[src/rtl/filtered_mppt_duty_tracker_macros.svh]
// ---------------------------------------------------------------------------
// Assertion macros for the filtered MPPT duty tracker
// Shared concurrent assertion forms, clocked on clk and disabled in reset.
// ---------------------------------------------------------------------------
`ifndef FILTERED_MPPT_DUTY_TRACKER_MACROS_SVH
`define FILTERED_MPPT_DUTY_TRACKER_MACROS_SVH

// Same-cycle implication.
`define FMDT_ASSERT_IMPLIES(label, ante, cons, msg) \
  label: assert property (@(posedge clk) disable iff (rst) (ante) |-> (cons)) \
    else $error(msg);

// Next-cycle implication.
`define FMDT_ASSERT_NEXT(label, ante, cons, msg) \
  label: assert property (@(posedge clk) disable iff (rst) (ante) |=> (cons)) \
    else $error(msg);

`endif

[src/rtl/fmdt_pkg.sv]
// ---------------------------------------------------------------------------
// fmdt_pkg
// Types, widths and constants shared by the duty tracker modules.
// ---------------------------------------------------------------------------
package fmdt_pkg;

  localparam int VOLTAGE_W = 12;
  localparam int CURRENT_W = 12;
  localparam int DUTY_W    = 17;
  localparam int STEP_W    = 16;

  // Step product: gap magnitude times Q0.16 fraction plus rounding half.
  localparam int PROD_W = DUTY_W + STEP_W;
  localparam logic [PROD_W-1:0] ROUND_HALF = PROD_W'(1) << (STEP_W - 1);
  localparam logic [DUTY_W-1:0] DUTY_MAX   = '1;

  localparam int MEDIUM_WINDOW_DEFAULT = 512;
  localparam int FAST_WINDOW_DEFAULT   = 128;
  localparam int SAMPLE_BITS_DEFAULT   = 12;

  localparam int APB_DATA_W = 32;
  localparam int APB_ADDR_W = 3;

  localparam logic [STEP_W-1:0] STEP_FRACTION_RESET = 16'd33;
  localparam logic [DUTY_W-1:0] DUTY_CEILING_RESET  = 17'd79495;

  typedef enum logic [0:0] {
    REG_STEP_FRACTION = 1'b0,
    REG_DUTY_CEILING  = 1'b1
  } reg_index_t;

  typedef struct packed {
    logic [VOLTAGE_W-1:0] voltage_sample;
    logic [CURRENT_W-1:0] current_sample;
    logic [DUTY_W-1:0]    duty_previous;
  } sample_t;

  typedef struct packed {
    logic [DUTY_W-1:0] duty_next;
    logic              direction_up;
    logic              reversed_now;
  } result_t;

  typedef struct packed {
    logic [STEP_W-1:0] step_fraction;
    logic [DUTY_W-1:0] duty_ceiling;
  } cfg_t;

  typedef struct packed {
    logic going_up;
    logic disarmed;
  } state_t;

endpackage

[src/rtl/fmdt_cfg_regs.sv]
// ---------------------------------------------------------------------------
// fmdt_cfg_regs
// APB register file holding the step fraction and the duty ceiling.
// ---------------------------------------------------------------------------
module fmdt_cfg_regs (
  input  logic                                clk,
  input  logic                                rst,
  input  logic                                psel,
  input  logic                                penable,
  input  logic                                pwrite,
  input  logic [fmdt_pkg::APB_ADDR_W-1:0]     paddr,
  input  logic [fmdt_pkg::APB_DATA_W-1:0]     pwdata,
  output logic [fmdt_pkg::APB_DATA_W-1:0]     prdata,
  output logic                                pready,
  output fmdt_pkg::cfg_t                      cfg
);

  logic                 wr_en;
  fmdt_pkg::reg_index_t idx;

  // Registers sit on word boundaries; the word index is the top address bit.
  assign idx    = fmdt_pkg::reg_index_t'(paddr[fmdt_pkg::APB_ADDR_W-1]);
  assign pready = 1'b1;
  assign wr_en  = psel && penable && pwrite && pready;

  always_ff @(posedge clk) begin
    if (rst) begin
      cfg.step_fraction <= fmdt_pkg::STEP_FRACTION_RESET;
      cfg.duty_ceiling  <= fmdt_pkg::DUTY_CEILING_RESET;
    end else if (wr_en) begin
      unique case (idx)
        fmdt_pkg::REG_STEP_FRACTION: begin
          cfg.step_fraction <= pwdata[fmdt_pkg::STEP_W-1:0];
        end
        fmdt_pkg::REG_DUTY_CEILING: begin
          cfg.duty_ceiling <= pwdata[fmdt_pkg::DUTY_W-1:0];
        end
        default: begin
        end
      endcase
    end
  end

  always_comb begin
    prdata = '0;
    unique case (idx)
      fmdt_pkg::REG_STEP_FRACTION: prdata = fmdt_pkg::APB_DATA_W'(cfg.step_fraction);
      fmdt_pkg::REG_DUTY_CEILING:  prdata = fmdt_pkg::APB_DATA_W'(cfg.duty_ceiling);
      default:                     prdata = '0;
    endcase
  end

endmodule

[config.mk]
export PLATFORM = sky130hd
export DESIGN_NAME = fmdt_cfg_regs
export DESIGN_NICKNAME = d
export VERILOG_FILES = /design/src/rtl/filtered_mppt_duty_tracker_macros.svh /design/src/rtl/fmdt_pkg.sv /design/src/rtl/fmdt_cfg_regs.sv
export SDC_FILE = /design/constraint.sdc
export NUM_CORES = 1
export LEC_CHECK = 0
export ABC_AREA = 0
export BUFFER_PORTS_ARGS = -buffer_cell sky130_fd_sc_hd__buf_2
export CAP_MARGIN = 10
export CORE_MARGIN = 2
export CORE_UTILIZATION = 43
export CTS_BUF_LIST = sky130_fd_sc_hd__clkbuf_16
export DETAILED_ROUTE_END_ITERATION = 6
export PLACE_DENSITY = 0.89
export SLEW_MARGIN = 10
export SYNTH_ARGS = -nofsm -noshare
export SYNTH_HDL_FRONTEND = slang
export SYNTH_SLANG_ARGS = --single-unit
[constraint.sdc]
create_clock -name clk -period 1.2 [get_ports clk]
set_clock_uncertainty 0.2 [all_clocks]
set_input_delay 0.18 -clock clk [delete_from_list [all_inputs] [get_ports clk]]
set_output_delay 0.18 -clock clk [all_outputs]
set_load 0.01 [all_outputs]
==> out/qor.yml <==
outcome:
  status: "finished, violations left"
  violations: "negative hold slack, negative setup slack"
sta:
  finalHoldViolations: 1
  timing.fmax_ghz: 0.728
  rsz0062_at_grt: "true"
  drv_slew: 0
  timing.final.crit_share_pct: 114
  timing.hold.ws_ns: -0.000572
  finalSetupViolations: 20
  period_minus_slack_ns: 1.37
  worst_slack_ns: -0.174
setup_path:
  timing.rr.start: "cfg[22]$_SDFFE_PP1P_"
  cp-startpoint: "cfg[17]$_SDFFE_PP1P_"
  critPathRequiredTime_ns: 0.82
  crit_arrival_ns: 0.99
  crit_fanout: 2
  crit_path_end_kind: "primary output"
  reg2reg_slack_ns: 0.07
  start_kind: "flip-flop"
  crit_type: "reg2out"
final_layout:
  largest_reg_flops: 33
  nNetsFinal: 329
  final_common_cell: "buf_6"
  area_growth_pct: 74.0
  final_cell_mix: "buf_6, nand2b_1, mux2i_1, dfxtp_2, buf_2"
  top_register: "cfg"
  diodes: 0
  fin_util_pct: 77.1
  drive_gt1_share_pct: 56.7
  fin_area_mm2: 0.00304
  instances_no_fill: 339
  top_regs: "cfg (33)"
logic_synthesis:
  ys_ff_latch: 33
  ys_warn_count: 0
  ys_types: 16
  ys_seq_area_share_pct: 37.8
  syn_area_per_cell_um2: 9.97
  syn_inst: 175
  synth.cell_area_mm2: 0.00175
route:
  met1_length_mm: 1.79
  wire_per_inst_um: 14.4
  drtPass1Iterations: 4
  ant_nets: 0
  drtIter0Drc: 69
  dr_wl_met2_mm: 2.82
  drt_wl_total_mm: 4.89
  drcViolationCount: 0
  wl_met3_um: 221
  highest_layer: "met4"
  vias: 1563
  routed_via_density: 4.61
power:
  leakage_uw: 0.00140
  pwr_density_cell_mw_per_mm2: 929
  power.total_uw: 2820
  ir_drop_mv: 0.579
cts:
  cts_max_level: 2
  clock-root-buffer: "clkbuf_16"
  clkSlewWorstSetupHoldPaths_ns: 0.05
  insertion_delay_ns: 0.27
  cts_buffer_depth: 2
  cts_sinks: 33
  cts_buffers: 5
  cts_tree: "built"
global_route:
  antenna_found_initial: 0
  grt_pass1_wl_mm: 6.87
  grt-ovfl-total: 0
  grt_pass1_vias: 1519
  grt_max_degree: 59
  grt_use_total_pct: 20.8
floorplanning:
  die_w_um: 67.7
  core_mm2: 0.00394
  ios: 106
  start_util_pct: 44.3
  rows: 23
  die_h_um: 67.7
  die_area_mm2: 0.00458
place:
  hpwlAfterDp_mm: 2.60
  port_buffers: 72
  gp_congestion: 0.661
  dp.cells: 288
  dpl_cell_area_mm2: 0.00211
worst_hold_path:
  hp-start: "pwdata[4]"
  worstHoldPathType: "in2reg"
job:
  timing.max_cap.violations: 0
[Yosys cell counts, drive strengths merged]
library cell	n	area, um^2
nand2b	37	231
dfxtp	33	661
mux2i	33	330
buf	25	199
nor2	21	78.8
mux2	16	180
clkbuf	3	11.3
conb	2	7.51
and2	1	6.26
and4	1	8.76
and4b	1	10.0
nand4	1	12.5
nand4b	1	8.76
[worst paths after layout]
check,end,depth (start not counted)
min reg2reg,cfg[4]$_SDFFE_PP0P_,2
max reg2reg,cfg[22]$_SDFFE_PP1P_,5
min,cfg[4]$_SDFFE_PP0P_,3
max,prdata[0],2
[worst max-delay path: stages, from the launching register on]
cell and delay, ns:
dfxtp_2 0.32, mux2_4 0.27, buf_6 0.12
[timing repair]
action	CTS	global route
gates resized for setup	91	26
hold buffers	14	0
buffers inserted	23	15
endpoints found under the setup margin	17	40
hold endpoints to repair	23	0
[cell families (layout without fill, tap and decap cells)]
kind of cell           after synthesis  in the layout  share of synthesized area, %
AND/OR/NAND/NOR                     63             63                          20.4
multiplexers                        49             49                          29.2
flip-flops                          33             33                          37.8
buffers and inverters               28            128                          12.0
other                                2             16                         0.430
[area by class of cell]
type	count	area, um^2
sequential	33	702
clock inverter	2	11.3
timing repair buffer	121	1160
fill	255	905
multi-input combinational	128	975
clock buffer	5	125
tap	50	62.6
[where the power goes]
part           leakage (uW)  total (uW)  internal (uW)  switching (uW)
Combinational       0.00106         501            291             210
Clock             0.0000633        1180            747             431
Sequential         0.000273        1140           1130            17.5
[stage by stage]
stage / setup TNS, ns / setup slack [ns]
floorplan: -0.0213 / -0.00237
global placement: -3.58 / -0.116
detailed placement: -4.11 / -0.138
CTS: -2.58 / -0.172
global route: -3.41 / -0.191
finish: -2.74 / -0.174
[metal layers]
layer / up-vias / GRT usage, %
met5: - / 0
met4: 0 / 6.12
met3: 8 / 5.83
met2: 48 / 41.1
met1: 738 / 20.7
li1: 769 / -
(Power assumes the default switching activity.)
