--- config.mk ---
export PLATFORM = sky130hd
export DESIGN_NAME = fmdt_decide
export DESIGN_NICKNAME = d
export VERILOG_FILES = /design/src/rtl/filtered_mppt_duty_tracker_macros.svh /design/src/rtl/fmdt_pkg.sv /design/src/rtl/fmdt_decide.sv
export SDC_FILE = /design/constraint.sdc
export NUM_CORES = 1
export LEC_CHECK = 0
export BUFFER_PORTS_ARGS = -buffer_cell sky130_fd_sc_hd__buf_2
export CAP_MARGIN = 20
export CORE_MARGIN = 1.5
export CORE_UTILIZATION = 63
export DETAILED_ROUTE_END_ITERATION = 8
export PLACE_DENSITY = 0.93
export SYNTH_ARGS = -nofsm -noshare
export SYNTH_HDL_FRONTEND = slang
export SYNTH_SLANG_ARGS = --single-unit
--- constraint.sdc ---
create_clock -name clk -period 10.1 [get_ports clk]
set_clock_uncertainty 0.05 [all_clocks]
set_input_delay 0.505 -clock clk [delete_from_list [all_inputs] [get_ports clk]]
set_output_delay 0.505 -clock clk [all_outputs]
set_load 0.01 [all_outputs]
--- src/rtl/filtered_mppt_duty_tracker_macros.svh ---
// ---------------------------------------------------------------------------
// Assertion macros for the filtered MPPT duty tracker
// Shared concurrent assertion forms, clocked on clk and disabled in reset.
// ---------------------------------------------------------------------------
`ifndef FILTERED_MPPT_DUTY_TRACKER_MACROS_SVH
`define FILTERED_MPPT_DUTY_TRACKER_MACROS_SVH

// Same-cycle implication.
`define FMDT_ASSERT_IMPLIES(label, ante, cons, msg) \
  label: assert property (@(posedge clk) disable iff (rst) (ante) |-> (cons)) \
    else $error(msg);

// Next-cycle implication.
`define FMDT_ASSERT_NEXT(label, ante, cons, msg) \
  label: assert property (@(posedge clk) disable iff (rst) (ante) |=> (cons)) \
    else $error(msg);

`endif

--- src/rtl/fmdt_pkg.sv ---
// ---------------------------------------------------------------------------
// fmdt_pkg
// Types, widths and constants shared by the duty tracker modules.
// ---------------------------------------------------------------------------
package fmdt_pkg;

  localparam int VOLTAGE_W = 12;
  localparam int CURRENT_W = 12;
  localparam int DUTY_W    = 17;
  localparam int STEP_W    = 16;

  // Step product: gap magnitude times Q0.16 fraction plus rounding half.
  localparam int PROD_W = DUTY_W + STEP_W;
  localparam logic [PROD_W-1:0] ROUND_HALF = PROD_W'(1) << (STEP_W - 1);
  localparam logic [DUTY_W-1:0] DUTY_MAX   = '1;

  localparam int MEDIUM_WINDOW_DEFAULT = 512;
  localparam int FAST_WINDOW_DEFAULT   = 128;
  localparam int SAMPLE_BITS_DEFAULT   = 12;

  localparam int APB_DATA_W = 32;
  localparam int APB_ADDR_W = 3;

  localparam logic [STEP_W-1:0] STEP_FRACTION_RESET = 16'd33;
  localparam logic [DUTY_W-1:0] DUTY_CEILING_RESET  = 17'd79495;

  typedef enum logic [0:0] {
    REG_STEP_FRACTION = 1'b0,
    REG_DUTY_CEILING  = 1'b1
  } reg_index_t;

  typedef struct packed {
    logic [VOLTAGE_W-1:0] voltage_sample;
    logic [CURRENT_W-1:0] current_sample;
    logic [DUTY_W-1:0]    duty_previous;
  } sample_t;

  typedef struct packed {
    logic [DUTY_W-1:0] duty_next;
    logic              direction_up;
    logic              reversed_now;
  } result_t;

  typedef struct packed {
    logic [STEP_W-1:0] step_fraction;
    logic [DUTY_W-1:0] duty_ceiling;
  } cfg_t;

  typedef struct packed {
    logic going_up;
    logic disarmed;
  } state_t;

endpackage

--- src/rtl/fmdt_decide.sv ---
// ---------------------------------------------------------------------------
// fmdt_decide
// Average comparison, reversal control and the saturated duty step.
// ---------------------------------------------------------------------------
module fmdt_decide #(
  parameter int MEDIUM_WINDOW = fmdt_pkg::MEDIUM_WINDOW_DEFAULT,
  parameter int FAST_WINDOW   = fmdt_pkg::FAST_WINDOW_DEFAULT,
  parameter int SAMPLE_BITS   = fmdt_pkg::SAMPLE_BITS_DEFAULT,
  localparam int SAMPLE_W = (SAMPLE_BITS < fmdt_pkg::VOLTAGE_W) ?
                            SAMPLE_BITS : fmdt_pkg::VOLTAGE_W,
  localparam int POWER_W  = 2 * SAMPLE_W,
  localparam int MSUM_W   = POWER_W + $clog2(MEDIUM_WINDOW),
  localparam int FSUM_W   = POWER_W + $clog2(FAST_WINDOW)
) (
  input  logic                          clk,
  input  logic                          rst,
  input  logic                          sum_valid,
  output logic                          sum_ready,
  input  logic [fmdt_pkg::DUTY_W-1:0]   sum_prev,
  input  logic [MSUM_W-1:0]             sum_med,
  input  logic [FSUM_W-1:0]             sum_fast,
  input  fmdt_pkg::cfg_t                cfg,
  output logic                          result_valid,
  input  logic                          result_stall,
  output fmdt_pkg::result_t             result,
  output fmdt_pkg::state_t              dstate
);

  localparam int CMP_W = POWER_W + $clog2(MEDIUM_WINDOW + 1) + $clog2(FAST_WINDOW + 1);
  localparam int DW    = fmdt_pkg::DUTY_W;
  localparam int PW    = fmdt_pkg::PROD_W;

  // Stage C: window sums and the previous duty.
  logic              c_valid;
  logic [DW-1:0]     c_prev;
  logic [MSUM_W-1:0] c_med;
  logic [FSUM_W-1:0] c_fast;
  logic              c_ready;
  logic [CMP_W-1:0]  c_lhs;
  logic [CMP_W-1:0]  c_rhs;
  logic              c_gap_neg;
  logic [DW-1:0]     c_mag;
  logic [PW-1:0]     c_prod;

  // Stage D: scaled sums and the rounded step magnitude.
  logic              d_valid;
  logic [DW-1:0]     d_prev;
  logic [CMP_W-1:0]  d_lhs;
  logic [CMP_W-1:0]  d_rhs;
  logic              d_gap_neg;
  logic [DW-1:0]     d_rmag;
  logic              d_ready;
  logic              d_move;
  logic              flip;
  logic              going_up_next;
  logic              disarmed_next;
  logic              sub_step;
  logic signed [DW+1:0] duty_sum;
  logic [DW-1:0]     duty_sat;
  logic              out_ready;

  assign out_ready = !result_valid || !result_stall;
  assign d_ready   = !d_valid || out_ready;
  assign d_move    = d_valid && out_ready;
  assign c_ready   = !c_valid || d_ready;
  assign sum_ready = c_ready;

  always_ff @(posedge clk) begin
    if (rst) begin
      c_valid      <= 1'b0;
      d_valid      <= 1'b0;
      result_valid <= 1'b0;
    end else begin
      if (c_ready) begin
        c_valid <= sum_valid;
      end
      if (d_ready) begin
        d_valid <= c_valid;
      end
      if (out_ready) begin
        result_valid <= d_valid;
      end
    end
  end

  always_ff @(posedge clk) begin
    if (c_ready && sum_valid) begin
      c_prev <= sum_prev;
      c_med  <= sum_med;
      c_fast <= sum_fast;
    end
  end

  // Averages are compared exactly by cross-multiplying with the windows.
  assign c_lhs = CMP_W'(c_med)  * CMP_W'(FAST_WINDOW);
  assign c_rhs = CMP_W'(c_fast) * CMP_W'(MEDIUM_WINDOW);

  assign c_gap_neg = c_prev > cfg.duty_ceiling;
  assign c_mag     = c_gap_neg ? (c_prev - cfg.duty_ceiling) : (cfg.duty_ceiling - c_prev);
  assign c_prod    = PW'(c_mag) * PW'(cfg.step_fraction) + fmdt_pkg::ROUND_HALF;

  always_ff @(posedge clk) begin
    if (d_ready && c_valid) begin
      d_prev    <= c_prev;
      d_lhs     <= c_lhs;
      d_rhs     <= c_rhs;
      d_gap_neg <= c_gap_neg;
      d_rmag    <= c_prod[PW-1:fmdt_pkg::STEP_W];
    end
  end

  always_comb begin
    flip          = (d_lhs > d_rhs) && !dstate.disarmed;
    going_up_next = dstate.going_up ^ flip;
    disarmed_next = dstate.disarmed;
    if (flip) begin
      disarmed_next = 1'b1;
    end else if (d_lhs < d_rhs) begin
      disarmed_next = 1'b0;
    end
  end

  always_ff @(posedge clk) begin
    if (rst) begin
      dstate.going_up <= 1'b0;
      dstate.disarmed <= 1'b0;
    end else if (d_move) begin
      dstate.going_up <= going_up_next;
      dstate.disarmed <= disarmed_next;
    end
  end

  // Above the ceiling the gap is negative, which turns the move around.
  always_comb begin
    sub_step = (going_up_next == d_gap_neg);
    if (sub_step) begin
      duty_sum = $signed({2'b00, d_prev}) - $signed({2'b00, d_rmag});
    end else begin
      duty_sum = $signed({2'b00, d_prev}) + $signed({2'b00, d_rmag});
    end
    if (duty_sum < 0) begin
      duty_sat = '0;
    end else if (duty_sum > $signed({2'b00, fmdt_pkg::DUTY_MAX})) begin
      duty_sat = fmdt_pkg::DUTY_MAX;
    end else begin
      duty_sat = duty_sum[DW-1:0];
    end
  end

  always_ff @(posedge clk) begin
    if (d_move) begin
      result.duty_next    <= duty_sat;
      result.direction_up <= going_up_next;
      result.reversed_now <= flip;
    end
  end

endmodule

==> results of run 1 <==
-- cell usage in the layout, fill, tap and decap left out, types with 28 or more instances in the layout --
| cell | count |
|---|---|
| nand3_1 | 44 |
| nor3_1 | 45 |
| a21o_1 | 30 |
| buf_4 | 35 |
| nor2_1 | 47 |
| and2_1 | 112 |
| o21ai_0 | 68 |
| fa_1 | 211 |
| ha_1 | 212 |
| buf_2 | 141 |
| a21oi_1 | 76 |
| xnor2_1 | 28 |
| edfxtp_1 | 199 |
| inv_1 | 365 |
| nand2_1 | 184 |
-- cells in the mapped netlist, drive strengths merged, types with 11 or more instances --
master and number:
nor2 48, ha 213, nand2 184, xnor2 32
edfxtp 199, o21ai 70, nand3 44, inv 366
and3 11, clkbuf 66, fa 211, a31oi 19
a2111oi 15, nor2b 18, mux2i 19, nand3b 15
buf 22, xor2 16, a21o 31, and2 115
nor3 45, o21bai 15, a211oi 20, a21oi 79
nand2b 20, nand4 16
-- layer usage --
layer / vias to the layer above / wire, µm / global-route usage [%]
met5: - / 0 / 0
met4: 0 / 2687 / 13.92
met1: 7701 / 19700 / 40.33
met2: 997 / 25820 / 54.62
li1: 6925 / - / -
met3: 226 / 4613 / 3.073
-- timing repair --
item,in CTS,in global routing
buffers inserted,0,0
hold buffers,0,0
gates resized for setup,0,9
endpoints found under the setup margin,0,5
-- through the flow --
step | TNS (ns) | setup slack [ns] | util [%] | cells | area, µm²
global placement | 0 | 0.2044 | 67.59 | 2498 | 21330
floorplan | 0 | 1.162 | - | 2010 | 20240
CTS | 0 | 0.005222 | 69.69 | 2535 | 21990
global route | -0.01072 | -0.01072 | 70.00 | 2546 | 22090
finish | 0 | 0.2975 | 70.00 | 2546 | 22090
detailed placement | -0.1225 | -0.1211 | 67.62 | 2499 | 21340
-- final cells by class --
type	count	area [µm²]
antenna	8	20.02
clock buffer	27	558.0
clock inverter	9	95.09
fill	2052	9468
inverter	367	1378
multi-input combinational	1351	12460
sequential	204	6076
tap	402	503.0
timing repair buffer	178	994.7
-- worst min path at each step --
| stage | startpoint | end | slack (ns) |
|---|---|---|---|
| final | sum_med[20] | c_med[20]$_DFFE_PP_ | 0.13 |
| after global routing | sum_med[30] | c_med[30]$_DFFE_PP_ | 0.12 |
| after CTS | sum_med[20] | c_med[20]$_DFFE_PP_ | 0.12 |
| after detailed placement | c_med[3]$_DFFE_PP_ | d_lhs[10]$_DFFE_PP_ | 0.35 |
| after global placement | c_med[28]$_DFFE_PP_ | d_lhs[35]$_DFFE_PP_ | 0.35 |
| after floorplan | c_med[3]$_DFFE_PP_ | d_lhs[10]$_DFFE_PP_ | 0.35 |
-- flip-flops by register name, summed over array words and instances, names as in the netlist --
signal	cells
d_prev	17
c_med	33
c_prev	17
d_rmag	17
result	19
d_valid	1
d_lhs	33
d_gap_neg	1
c_valid	1
c_fast	31
dstate	2
result_valid	1
d_rhs	31
-- worst max-delay path: cells and delay by family (launching register included) --
| kind | cells | cell delay [ns] |
|---|---|---|
| AOI/OAI and AO/OA | 13 | 2.66 |
| DFF | 1 | 0.47 |
| and+or+nand+nor | 4 | 0.81 |
| muxes | 1 | 0.12 |
| xor gates and xnor gates | 2 | 0.78 |
| adders and majority gates | 8 | 3.85 |
| buffers and inverters | 6 | 0.80 |
-- cells by family (layout without fill, tap and decap cells) --
| family | count (synthesis) | after routing | share of synthesized area (%) |
|---|---|---|---|
| AND/OR/NAND/NOR | 540 | 540 | 13.60 |
| buffers and inverters | 455 | 581 | 8.705 |
| adder cells (fa/ha/maj) | 424 | 424 | 34.04 |
| AO/OA/AOI/OAI | 317 | 317 | 10.44 |
| flip-flops | 204 | 204 | 30.02 |
| XOR/XNOR | 48 | 48 | 2.077 |
| multiplexers | 22 | 22 | 1.107 |
| other | 0 | 8 | 0 |
==> metrics.csv, run 1 <==
stage,metric,value,unit
synthesis,netlist_area,20240,µm²
synthesis,netlist.area_leader.share,29.53,%
setup_path,r2r_end,d_rmag[16]$_DFFE_PP_,
clock_tree,cts_tree,yes,
route,wl_per_cell,20.75,µm
floorplan,ios,141,
grt,grt_max_degree,82,
setup_path,worst_path_largest_cell_delay,0.68,ns
floorplan,die_area,33210,µm²
route,viasPerCell,6.225,
synthesis,synth_cell_types,72,
run,drv_cap,0,
route,drt_iter0_drc,1752,
setup_path,path_max_fanout,13,
setup_path,crit_arrival,9.99,ns
outcome,status,"finished, violations left",
synthesis,synth_seq_area_share,30.02,%
sta,fmax,0.1020,GHz
synthesis,synthCells,2010,
sta,maxSlewViolCount,0,
setup_path,endpoint,d_rmag[16]$_DFFE_PP_,
clock_tree,clk_pin_slew_worst_paths,0.06,ns
setup_path,cp_common_cell,fa_1,
sta,report.final.setup_viol,0,
clock_tree,cts_max_level,1,
synthesis,ys.flop_type,edfxtp_1,
placement,port_buffers,140,
grt,grt_pass1_vias,16230,
cells_and_area,fin_nets,2665,
clock_tree,cts_inserted_buffers,21,
placement,hpwl,39640,µm
floorplan,coreArea,31560,µm²
clock_tree,cts-root-buf,clkbuf_16,
route,totalWireLength,52830,µm
cells_and_area,layout-drive-gt1-share,11.05,%
setup_path,startpoint_type,register,
sta,slew_headroom,26.05,%
setup_path,startpoint,c_prev[10]$_DFFE_PP_,
synthesis,syn_area_per_cell,10.07,µm²
route,via_count,15850,
worst_hold_path,whs_path_depth,1,
setup_path,reg2reg_depth,34,
synthesis,yosysWarnings,0,
synthesis,syn-num-nets,2552,
route,first_pass_iters,9,
setup_path,cp_data_required_time,10.29,ns
grt,overflow,0,
floorplan,die_x,182.2,µm
sta,hold_viol_final,0,
clock_tree,cts_buffer_depth,3,
cells_and_area,areaGrowthSynthToFinish,9.144,%
clock_tree,clk_latency,0.50,ns
grt,antenna_found_initial,7,
setup_path,worst_setup_path_end_kind,register,
clock_tree,cts.sink_count,204,
sta,finalCriticalPeriod,9.802,ns
worst_hold_path,hp-class,in2reg,
sta,worstMarginPinSlew,1.098,ns
setup_path,r2r_start,c_prev[10]$_DFFE_PP_,
floorplan,start_util,64.13,%
setup_path,reg2reg_setup_slack,0.30,ns
sta,timing.hold.ws,0.1333,ns
synthesis,async_flop_share,0,%
grt,grt_pass1_wl,82490,µm
synthesis,synth_edf_count,199,
route,post-route-drc-count,1,
outcome,violations,design-rule violations,
grt,track_usage,31.47,%
setup_path,critical_path_class,reg2reg,
sta,min_period_over_period,97.05,%
setup_path,slowest_stage,xnor2_1,
synthesis,synth_seq_cells,204,
floorplan,chipHeight,182.2,µm
synthesis,yosysTopAreaCell,edfxtp_1,
floorplan,num_rows,65,
synthesis,ys_top_cells_by_area,"edfxtp_1 (30%), fa_1 (21%), ha_1 (13%)",
placement,place.gp.congestion,0.9810,
route,ant_nets,0,
Power of run 1 is not shown: default switching activity piles up to over one toggle a cycle in this logic, so the estimate is an artifact.
==> inputs of run 2 (changes only) <==
--- a/config.mk
+++ b/config.mk
@@ -9,6 +9,7 @@
 export CAP_MARGIN = 20
 export CORE_MARGIN = 1.5
 export CORE_UTILIZATION = 63
+export CTS_CLUSTER_DIAMETER = 30
 export DETAILED_ROUTE_END_ITERATION = 8
 export PLACE_DENSITY = 0.93
 export SYNTH_ARGS = -nofsm -noshare
==> constraint.sdc (replaced) <==
create_clock -name clk -period 10.1 [get_ports clk]
set_clock_uncertainty 0.05 [all_clocks]
set_input_delay 2.02 -clock clk [delete_from_list [all_inputs] [get_ports clk]]
set_output_delay 2.02 -clock clk [all_outputs]
set_load 0.01 [all_outputs]
==> metrics.csv, run 2 (synthesis gave the netlist of run 1 again) <==
stage,metric,value,unit
grt,antenna_found_initial,6,
outcome,violations,"max-slew violations, negative setup slack",
setup_path,startpoint_type,primary input,
clock_tree,cts_tree,yes,
grt,grt_pass1_wl,92350,µm
setup_path,cp_data_required_time,10.31,ns
clock_tree,clk_pin_slew_worst_paths,0.06,ns
sta,report.final.setup_viol,5,
run,drv_cap,0,
sta,min_period_over_period,103.2,%
placement,hpwl,42840,µm
placement,place_ws,-0.6677,ns
route,via_count,17600,
route,wl_per_cell,23.54,µm
placement,post-place-cells,2655,
clock_tree,cts-root-buf,clkbuf_16,
grt,grt_use_met2,61.85,%
setup_path,critical_path_class,in2reg,
placement,port_buffers,140,
setup_path,critPathTopFamily,adder cells,
worst_hold_path,whs_path_depth,0,
floorplan,chipHeight,182.2,µm
floorplan,die_x,182.2,µm
cells_and_area,reg.largest.list,"c_med: 33 flops, d_lhs: 33 flops",
clock_tree,cts.sink_count,204,
sta,fmax,0.09590,GHz
cells_and_area,final_common_cell,inv_1,
setup_path,path_buf_inv,13,
setup_path,path_max_fanout,8,
setup_path,cp.depth,38,
worst_hold_path,hp-class,reg2reg,
setup_path,reg2reg_depth,35,
grt,grt_pass1_vias,17770,
floorplan,ios,141,
clock_tree,cts_buffer_depth,3,
grt,overflow,0,
grt,track_usage,35.65,%
sta,slew_headroom,-9.082,%
sta,finalCriticalPeriod,10.43,ns
sta,finalWorstSetupSlack,-0.3273,ns
sta,rsz0062_at_grt,yes,
setup_path,crit_arrival,10.64,ns
setup_path,cp_common_cell,buf_4,
grt,grt_max_degree,82,
route,post-route-drc-count,0,
sta,hold_viol_final,0,
route,viasPerCell,6.414,
cells_and_area,final_cell_mix,"inv_1 (353), edfxtp_1 (199), buf_4 (197)",
route,totalWireLength,64600,µm
setup_path,worst_path_largest_cell_delay,0.56,ns
clock_tree,cts_inserted_buffers,30,
route,first_pass_iters,7,
floorplan,num_rows,65,
grt,use_met1,42.31,%
cells_and_area,layout-drive-gt1-share,22.94,%
floorplan,die_area,33210,µm²
grt,busiest_layer,met2,
setup_path,worst_setup_path_end_kind,register,
cells_and_area,final-instance-count-excl-fill,2744,
placement,place.gp.congestion,0.9627,
setup_path,slowest_stage,fa_1,
floorplan,start_util,64.13,%
route,drt_iter0_drc,2195,
clock_tree,clk_latency,0.59,ns
cells_and_area,areaGrowthSynthToFinish,21.91,%
floorplan,coreArea,31560,µm²
route,ant_nets,0,
clock_tree,cts_max_level,1,
grt,grt_util_met3,6.206,%
cells_and_area,fin_nets,2855,
sta,worstMarginPinSlew,1.636,ns
outcome,status,"finished, violations left",
sta,maxSlewViolCount,2,
[run 2: cell types whose count changed in the layout (fill, tap and decap cells not counted), sizes merged]
cell and change:
diode -3, clkinv +2, inv +5, clkinvlp +2, bufbuf +1, clkbuf +13, buf +178
[run 2: area by class of cell]
| type | count | area (µm²) |
|---|---|---|
| antenna | 5 | 12.51 |
| clock buffer | 38 | 800.8 |
| clock inverter | 18 | 220.2 |
| fill | 1750 | 6885 |
| inverter | 367 | 1383 |
| multi-input combinational | 1351 | 13110 |
| sequential | 204 | 6076 |
| tap | 402 | 503.0 |
| timing repair buffer | 359 | 2570 |
[run 2: worst paths after layout]
check	from	end	slack [ns]
max	cfg[8]	d_rmag[12]$_DFFE_PP_	-0.33
min	c_fast[13]$_DFFE_PP_	d_rhs[22]$_DFFE_PP_	0.36
max reg2reg	c_prev[2]$_DFFE_PP_	d_rmag[12]$_DFFE_PP_	0.81
min reg2reg	c_fast[13]$_DFFE_PP_	d_rhs[22]$_DFFE_PP_	0.36
[run 2: worst register-to-register path, delay by kind of cell (launching register included)]
family / cells / cell delay (ns)
AOI/OAI and AO/OA: 8 / 1.84
buffers and inverters: 10 / 1.37
DFF: 1 / 0.50
xor gates and xnor gates: 2 / 0.39
muxes: 1 / 0.24
and+or+nand+nor: 6 / 1.02
adders and majority gates: 8 / 3.54
[run 2: metrics by stage]
step	instance area [µm²]	utilization, %	TNS (ns)	hold slack, ns
after floorplan	20450	-	0	0.3503
after global placement	22800	72.26	-2.585	0.3508
after detailed placement	22800	72.26	-5.054	0.3545
after CTS	24140	76.50	0	0.3662
after global routing	24660	78.16	-2.928	0.3699
final	24670	78.18	-1.143	0.3629
[run 2: timing repair]
action,CTS,global route
buffers inserted,15,11
pin swaps,32,52
cloned,1,1
gates resized for setup,40,81
hold buffers,0,0
setup endpoints to repair,6,14
[run 2: layer usage]
metal,wire length [µm],part of all wire [%]
met5,9,0.014
met4,5097,7.9
met3,6997,11
met2,30640,47
met1,21860,34
Power of run 2 is left out for the same reason.
